`config.mk`:
```
export PLATFORM = sky130hd
export DESIGN_NAME = sphpc_queue
export DESIGN_NICKNAME = d
export VERILOG_FILES = /design/src/design/sphpc_pkg.sv /design/src/design/sphpc_queue.sv
export SDC_FILE = /design/constraint.sdc
export NUM_CORES = 1
export LEC_CHECK = 0
export ABC_AREA = 1
export BUFFER_PORTS_ARGS = -buffer_cell sky130_fd_sc_hd__buf_2
export CAP_MARGIN = 25
export CORE_MARGIN = 10
export CORE_UTILIZATION = 30
export DETAILED_ROUTE_END_ITERATION = 7
export GPL_TIMING_DRIVEN = 0
export PLACE_DENSITY = 0.49
export RECOVER_POWER = 50
export SLEW_MARGIN = 25
export SYNTH_ARGS = -nofsm -noshare
export SYNTH_HDL_FRONTEND = slang
export SYNTH_SLANG_ARGS = --single-unit
```
`constraint.sdc`:
```
create_clock -name clock -period 6.85 [get_ports clock]
set_input_delay 1.37 -clock clock [delete_from_list [all_inputs] [get_ports clock]]
set_output_delay 1.37 -clock clock [all_outputs]
set_load 0.02 [all_outputs]
```
`src/design/sphpc_pkg.sv`:
```
package sphpc_pkg;

   localparam int FRACTION_BITS = 16;
   localparam int WORD_W = 32;
   localparam int ACC_W = 64;
   localparam int QUEUE_DEPTH = 4;
   localparam int QUEUE_AW = 2;
   localparam logic [31:0] REST_DENSITY_RESET = 32'd65536000;

   // register indexes
   localparam logic [0:0] REG_REST_DENSITY = 1'd0;

   // word passed from front to back
   typedef struct packed {
      logic [31:0] own_density;
      logic        present;
      logic        is_solid;
      logic        last;
      logic [31:0] mass;
      logic [31:0] grad_x;
      logic [31:0] grad_y;
   } item_type;

endpackage

```
`src/design/sphpc_queue.sv`:
```
module sphpc_queue (
   input  logic                 clock,
   input  logic                 reset,
   input  logic                 push,
   input  sphpc_pkg::item_type  push_item,
   input  logic                 pop,
   output logic                 empty,
   output logic [2:0]           count,
   output sphpc_pkg::item_type  head
);

   sphpc_pkg::item_type mem_ff [sphpc_pkg::QUEUE_DEPTH];
   logic [sphpc_pkg::QUEUE_AW-1:0] wr_ff, rd_ff;
   logic [2:0] count_ff;

   always_ff @(posedge clock) begin
      if (reset) begin
         wr_ff <= '0;
         rd_ff <= '0;
         count_ff <= '0;
      end else begin
         if (push) wr_ff <= wr_ff + 1'b1;
         if (pop) rd_ff <= rd_ff + 1'b1;
         count_ff <= count_ff + {2'd0, push} - {2'd0, pop};
      end
      if (push) mem_ff[wr_ff] <= push_item;
   end

   assign empty = (count_ff == 3'd0);
   assign count = count_ff;
   assign head = mem_ff[rd_ff];

endmodule

```
==> results.tsv <==
metric	value	unit
crit_slowest_cell	clkinvlp_2	
drtIter0Drc	742	
global_route.usage.met1	0.173	
timing.final.crit_share	0.712	
wl	58400	um
crit_type	primary input to flop	
grt_usage	0.140	
rsz0062_at_grt	no	
synth-seq-area-share	0.762	
row_count	96	
grt_pass1_wl	86300	um
cts.clk_slew.worst_paths	0.06	ns
crit_path_start_kind	primary input	
skew	0.0165	ns
hold_ws	0.469	ns
max_cap_violations	1	
synth.largest_area_cell	edfxtp_1	
netlist_instances	1583	
violations	max-capacitance violations, max-slew violations	
viasPerCell	4.48	
cp_num_buf_inv	3	
syn_avg_cell_area	13.2	um2
cts_tree	built	
fin_area	0.0253	mm2
wl_per_cell	20.1	um
fill_cells	6747	
drcViolationCount	0	
finalCriticalPeriod	4.88	ns
dieHeight	284	um
slew_headroom	-1.19	
port_buffers	269	
grt_max_degree	74	
end_kind	flop	
finalHoldViolCount	0	
cts_made_buffers	59	
vias	13000	
postPlaceCellArea	0.0235	mm2
crit_family	buffers and inverters	
final_common_cell	edfxtp_1	
die_w	284	um
globalRouteMet2Util	0.233	
cts-root-buf	clkbuf_16	
clock-sinks	533	
clk_latency	0.60	ns
cts.repair.resized	0	
drt_first_pass_iters	5	
path_cells	clkbuf_1 -> nand2_1 -> clkinvlp_2 -> buf_16	
syn_area	0.0209	mm2
htree_levels	2	
cts_hold_buf	0	
yosysWarnings	0	
post-cts-setup-buffer-count	0	
grt_pass1_vias	13300	
slew_violations	59	
synth_top_area_share	0.754	
ys.flop_type	edfxtp_1	
ioPinCount	270	
clock_tree.buffer_depth	3	
worstHoldPathType	flop to flop	
cp.arrival	5.11	ns
ys_seq_elements	533	
ant_nets	0	
dp_hpwl	36200	um
powerDensity	308	mW/mm2
synth_edf_count	524	
critPathRequiredTime	7.09	ns
worst_pin_slew	3.28	ns
drive_gt1_frac	0.154	
synthArstFlopShare	0	
finalNetCount	2059	
ys_types	16	
crit_path_max_incr_delay	2.35	ns
syn-num-nets	1725	
fmax	205	MHz
area_growth	21.3	%
fp.dieArea	0.0806	mm2
outcome	finished, violations left	
start_util	0.303	
p_leak	9.55	nW
synthTopCellsByArea	edfxtp_1 75%, inv_1 5.0%, nand2_1 4.9%, o211ai_1 4.7%, a21oi_1 3.3%	
peakVddDrop	0.000198	V
mostFrequentLayoutCells	524 x edfxtp_1, 274 x inv_1, 270 x nand2_1	
grt_most_used_layer	met2	
core	0.0688	mm2
worst-path-max-fanout	73	
final-setup-viol-count	0	
antenna_found_initial	17	
gp_congestion	0.711	
gr-total-overflow	0	
grtUsageMet3	0.0455	
-- tightest hold or removal path: cells and delay by family, from the launching register on --
kind | cells | cell delay, ns
compound gates | 1 | 0.07
buf+inv | 1 | 0.06
flops | 1 | 0.30
-- synthesized netlist by cell type, types with 2 or more instances --
cell / n
edfxtp_1: 524
inv_1: 278
nand2_1: 270
a21oi_1: 137
o21ai_0: 135
o211ai_1: 131
buf_2: 68
clkbuf_1: 13
dfxtp_1: 9
ha_1: 6
buf_6: 4
nor2_1: 3
buf_4: 2
-- stage by stage --
stage	setup TNS, ns	cells	util	power (W)	worst slack [ns]
after floorplan	0	1583	-	0.00431	2.44
after global placement	-149.52	2783	0.340	0.00471	-0.385
after detailed placement	0	2787	0.342	0.00470	3.60
after CTS	0	2898	0.370	0.00793	2.91
after global routing	0	2900	0.368	0.00812	1.56
final	0	2903	0.368	0.00779	1.97
-- where the power goes --
group,internal (W),total [W],switching [W]
Combinational,0.000222,0.000837,0.000616
Sequential,0.00373,0.00376,0.0000291
Clock,0.00192,0.00319,0.00127
Total,0.00587,0.00779,0.00192
-- registers in the layout, indices dropped and copies added, names as in the netlist, named ones only --
signal,flops
mem_ff,524
wr_ff,2
count,3
rd_ff,2
-- cells by family after synthesis --
group	share of synthesized area
flip-flops	0.762
buffers and inverters	0.0715
AO/OA/AOI/OAI	0.112
adder cells (fa/ha/maj)	0.00455
AND/OR/NAND/NOR	0.0496
-- layer usage --
layer	wire (um)	vias to the layer above	part of all wire
li1	-	6227	-
met1	24400	6312	0.42
met5	163	-	0.0028
met2	27700	346	0.47
met4	1330	24	0.023
met3	4790	110	0.082
-- final timing paths --
kind | slack, ns | start | to | cells past startpoint
max reg2reg | 2.30 | wr_ff[1] | mem_ff[1][68] | 5
min | 0.47 | rd_ff[1] | flop | 2
max | 1.97 | push | mem_ff[1][68] | 4
min reg2reg | 0.47 | rd_ff[1] | flop | 2
-- cell type report --
cell class	instances	area [um2]	share of cell area
diodes	5	12.5	0.000494
plain buffers	87	449	0.0177
clock buffers	73	1570	0.0620
clock inverters	38	383	0.0151
inverters	278	1070	0.0421
multi-input cells	685	3470	0.137
flip-flops and latches	533	15900	0.628
well taps	931	1160	0.0460
repair buffers	273	1290	0.0509
(Power assumes the default switching activity.)
