[config.mk]
export PLATFORM = sky130hd
export DESIGN_NAME = sphpc_front
export DESIGN_NICKNAME = d
export VERILOG_FILES = /design/src/design/sphpc_pkg.sv /design/src/design/sphpc_front.sv
export SDC_FILE = /design/constraint.sdc
export NUM_CORES = 2
export LEC_CHECK = 0
export BUFFER_PORTS_ARGS = -buffer_cell sky130_fd_sc_hd__buf_4
export CORE_MARGIN = 3
export CORE_UTILIZATION = 55
export CTS_CLUSTER_SIZE = 8
export DETAILED_ROUTE_END_ITERATION = 10
export GPL_TIMING_DRIVEN = 0
export HOLD_SLACK_MARGIN = 0.06
export MAX_ROUTING_LAYER = met4
export PLACE_DENSITY = 0.8
export SLEW_MARGIN = 0
export SYNTH_ARGS = -nofsm -noshare
export SYNTH_HDL_FRONTEND = slang
export SYNTH_SLANG_ARGS = --single-unit
[constraint.sdc]
create_clock -name clock -period 8.35 [get_ports clock]
set_clock_uncertainty 0.15 [all_clocks]
set_input_delay 0.4175 -clock clock [delete_from_list [all_inputs] [get_ports clock]]
set_output_delay 0.4175 -clock clock [all_outputs]
set_load 0.01 [all_outputs]
[src/design/sphpc_pkg.sv]
package sphpc_pkg;

   localparam int FRACTION_BITS = 16;
   localparam int WORD_W = 32;
   localparam int ACC_W = 64;
   localparam int QUEUE_DEPTH = 4;
   localparam int QUEUE_AW = 2;
   localparam logic [31:0] REST_DENSITY_RESET = 32'd65536000;

   // register indexes
   localparam logic [0:0] REG_REST_DENSITY = 1'd0;

   // word passed from front to back
   typedef struct packed {
      logic [31:0] own_density;
      logic        present;
      logic        is_solid;
      logic        last;
      logic [31:0] mass;
      logic [31:0] grad_x;
      logic [31:0] grad_y;
   } item_type;

endpackage

[src/design/sphpc_front.sv]
module sphpc_front (
   input  logic                 clock,
   input  logic                 reset,
   input  logic                 in_valid,
   input  logic [31:0]          own_density,
   input  logic                 neighbor_present,
   input  logic                 is_solid,
   input  logic [31:0]          neighbor_volume,
   input  logic [31:0]          grad_x,
   input  logic [31:0]          grad_y,
   input  logic                 last,
   input  logic [31:0]          rest_density,
   output logic                 out_valid,
   output sphpc_pkg::item_type  out_item
);

   logic                out_valid_ff;
   sphpc_pkg::item_type item_ff;
   logic [63:0]         prod;
   logic [63:0]         mass_full;

   always_comb begin
      prod = {32'd0, neighbor_volume} * {32'd0, rest_density};
      mass_full = prod >> sphpc_pkg::FRACTION_BITS;
   end

   always_ff @(posedge clock) begin
      if (reset) begin
         out_valid_ff <= 1'b0;
      end else begin
         out_valid_ff <= in_valid;
      end
      item_ff.own_density <= own_density;
      item_ff.present <= neighbor_present;
      item_ff.is_solid <= is_solid;
      item_ff.last <= last;
      item_ff.mass <= (mass_full[63:32] != 32'd0) ? 32'hFFFF_FFFF : mass_full[31:0];
      item_ff.grad_x <= grad_x;
      item_ff.grad_y <= grad_y;
   end

   assign out_valid = out_valid_ff;
   assign out_item = item_ff;

endmodule

==> run summary <==
After technology mapping, the gate count stands at 4004. The area added between synthesis and finish came out at 15.5%. The number of buffers on the longest clock path came out at 2. The die span in y is 266 um. The net count of the mapped netlist is 5325. In the final layout, the share of cells above drive strength 1 is 14.9%. Dividing the detail-routed wire length by the instance count gives 26.6 um. The maximum achievable frequency came out at 121 MHz. The post-route cell area is 43000 um2. The CTS buffer count came out at 17. The final antenna-violating net count came out at 0. The global-route wire length before repair is 210000 um. During placement, the flow inserted port buffers numbering 297. At the end of routability-driven placement, the weighted congestion stood at 1.07.

The half-perimeter wire length after placement is 115000 um. The time the final worst path needs with I/O delays and setup is 8.28 ns. The total instance count after detailed placement is 5165. During synthesis, Yosys emitted a total of 0 warnings. The total wire length after detailed routing is 142000 um. The overall die area is 70800 um2. The count of nets after finishing came out at 5752. The clock net sink count came out at 132.

A synthesized cell averages 9.29 um2. The worst-path cell with the longest stage delay is sky130_fd_sc_hd__fa_2. The via count is 30710.

The number of antenna violations at the first check in global routing is 16. The endpoint arrival time on the critical path came out at 8.48 ns. The critical hold path startpoint is grad_x[28]. The number of register bits inferred by synthesis came out at 132.

The all-layer global routing usage is 42.4%. The setup slack after layout came out at 0.0651 ns. After the first detailed-routing iteration, the DRC count stood at 3286. The sequential fraction of the synthesis area came out at 7.10%. The pre-antenna-repair detailed-routing pass consisted of 7 iterations. The path with the worst hold slack has its endpoint at out_item[60]. The data required time at the worst endpoint is 8.54 ns. Once the floorplan was initialized, standard cells occupied 56.1% of the core. The final standard cell count with taps included and fillers excluded came out at 5326. The number of enable-type register cells in the synthesized netlist came out at 0. In this run the worst path has a maximum fanout of 10. The worst-case headroom to the max-slew limit came out at 29.9%. After detailed routing, the number of vias per cell comes to 5.77.

The pin count of the biggest net entering global routing came out at 17. The pin slew with the least headroom to its limit is 1.05 ns. The worst setup path is captured at a flop. The total standard cell area after synthesis came out at 37200 um2. STA classifies the critical path startpoint as a primary input. The run finished with clean final reports. TritonCTS built the clock tree. The number of cell rows is 94. The number of global-route vias before repair is 32687.

The final-report hold violation count is 0. The critical path is of the in2reg type. The I/O pin count is 298. The library cell appearing most often on the critical path is sky130_fd_sc_hd__fa_1. The part of the cycle the worst path needs is 99.2%. The number of remaining DRC errors is 0.

Before CTS, the worst setup slack after placement is -1.60 ns. The fill cell total of the finished layout came out at 5491. The post-placement cell area is 40500 um2. The worst hold path belongs to the class in2reg. In the synthesized netlist the dominant register cell turns out to be sky130_fd_sc_hd__dfxtp_1. Setup violations remaining at the end of the flow were counted as 0. Max-cap violations in this run came to 0.

The floorplan step set the die width to 266 um. Summed over all layers, the global routing overflow is 0. The number of cells on the worst hold path is 2. The largest stage delay on the critical path is 0.67 ns. The distinct cell type count of the synthesized netlist came out at 76. The placeable core region came out at 66300 um2. The H-tree was split into 4 levels. The clock slew at the register clock pins of the worst setup and hold paths is 0.06 ns.

Setup repair after global routing could not meet its margin everywhere. The post-synthesis async set-or-reset flop share is 0%. The tree is rooted in a sky130_fd_sc_hd__clkbuf_16. The total count of max-transition violations in the final report came out at 0.
==> final cells by class <==
class                      instances  area, um2  area share [%]
clock inverter                    13        100           0.233
inverter                         904       3390            7.89
tap                              864       1080            2.51
multi-input combinational       2745      30700            71.3
buffer                           221       1270            2.95
clock buffer                      19        453            1.05
sequential                       132       2640            6.15
antenna                           18       45.0           0.105
timing repair buffer             410       3330            7.76
==> repair_timing <==
item / CTS / global route
gates resized for setup: 161 / 293
pin swaps: 5 / 21
hold buffers: 101 / 0
setup buffers: 4 / 8
hold endpoints to repair: 100 / 0
setup endpoints to repair: 32 / 32
==> worst max path at each step <==
stage / from / endpoint / slack, ns / cells past startpoint
6_report: rest_density[31] / out_item[79] / 0.07 / 26
5_1_grt: rest_density[2] / out_item[65] / -0.04 / 29
4_1_cts: rest_density[18] / out_item[94] / 0.002 / 27
3_5_place_dp: neighbor_volume[22] / out_item[66] / -1.60 / 29
3_3_place_gp: rest_density[9] / out_item[72] / -1.66 / 28
2_1_floorplan: neighbor_volume[25] / out_item[65] / 0.37 / 27
==> cells in the final DEF, fill, tap and decap left out, drive strengths merged, types with 3 or more instances in the layout <==
cell	Yosys	final
a2111oi	4	4
a211oi	10	10
a21o	12	12
a21oi	90	90
a31oi	9	9
and2	673	673
and3	9	9
and4	4	4
buf	23	383
clkbuf	200	166
clkinv	0	5
clkinvlp	0	5
dfxtp	132	132
diode	0	18
dlygate4sd3	0	101
fa	895	895
ha	260	260
inv	904	907
mux2i	6	6
nand2	433	433
nand2b	4	4
nand3	53	53
nand4	28	28
nor2	48	48
nor2b	3	3
nor3	11	11
nor3b	4	4
nor4	9	9
o211ai	15	15
o21a	11	11
o21ai	64	64
o21bai	7	7
o31ai	6	6
or2	6	6
or3	4	4
xnor2	27	27
xor2	16	16
==> flip-flops by register name, indices dropped and copies added (netlist names) <==
register   cells
out_valid      1
out_item     131
==> critical path: cells and delay by family <==
kind	cells	cell delay, ns
and+or+nand+nor	6	1.23
muxes	1	0.17
AOI/OAI and AO/OA	3	0.85
adders and majority gates	9	4.34
buffers and inverters	7	1.43
==> logic make-up (layout without fill, tap and decap cells) <==
family | count (synthesis) | after routing | share of synthesized area (%)
flops | 132 | 132 | 7.10
compound gates | 245 | 245 | 4.21
fa+ha+maj | 1155 | 1155 | 56.9
simple gates | 1294 | 1294 | 19.0
other cells | 0 | 18 | 0
buf+inv | 1127 | 1567 | 11.6
xor+xnor | 43 | 43 | 1.01
mux | 8 | 8 | 0.222
==> metal layers <==
metal / wire (um) / GRT usage [%] / vias up
met3: 19700 / 15.3 / 513
met1: 51800 / 53.1 / 15416
li1: - / - / 12587
met2: 61800 / 61.6 / 2194
met4: 8640 / 19.8 / 0
met5: 0 / - / -
==> synth_stat cells (30+ instances only) <==
library cell	count	area, um2
sky130_fd_sc_hd__nand3_2	30	300
sky130_fd_sc_hd__nand2_1	432	1620
sky130_fd_sc_hd__a21oi_1	84	420
sky130_fd_sc_hd__nor2_1	48	180
sky130_fd_sc_hd__and2_1	672	4200
sky130_fd_sc_hd__o21ai_0	50	250
sky130_fd_sc_hd__inv_1	904	3390
sky130_fd_sc_hd__ha_1	260	3250
sky130_fd_sc_hd__fa_1	895	17900
sky130_fd_sc_hd__dfxtp_1	132	2640
sky130_fd_sc_hd__clkbuf_1	200	751
==> metrics by stage <==
step / utilization [%] / setup TNS (ns) / hold slack, ns
5_1_grt: 64.8 / -0.631 / 0.434
3_3_place_gp: 61.1 / -52.53 / 0.372
4_1_cts: 63.9 / 0 / 0.435
6_report: 64.8 / 0 / 0.441
3_5_place_dp: 61.1 / -50.40 / 0.373
2_1_floorplan: - / 0 / 0.295
Power is left out: the tool's default activity adds up to more than one toggle a clock period on the data nets, which glitch-free logic cannot reach.
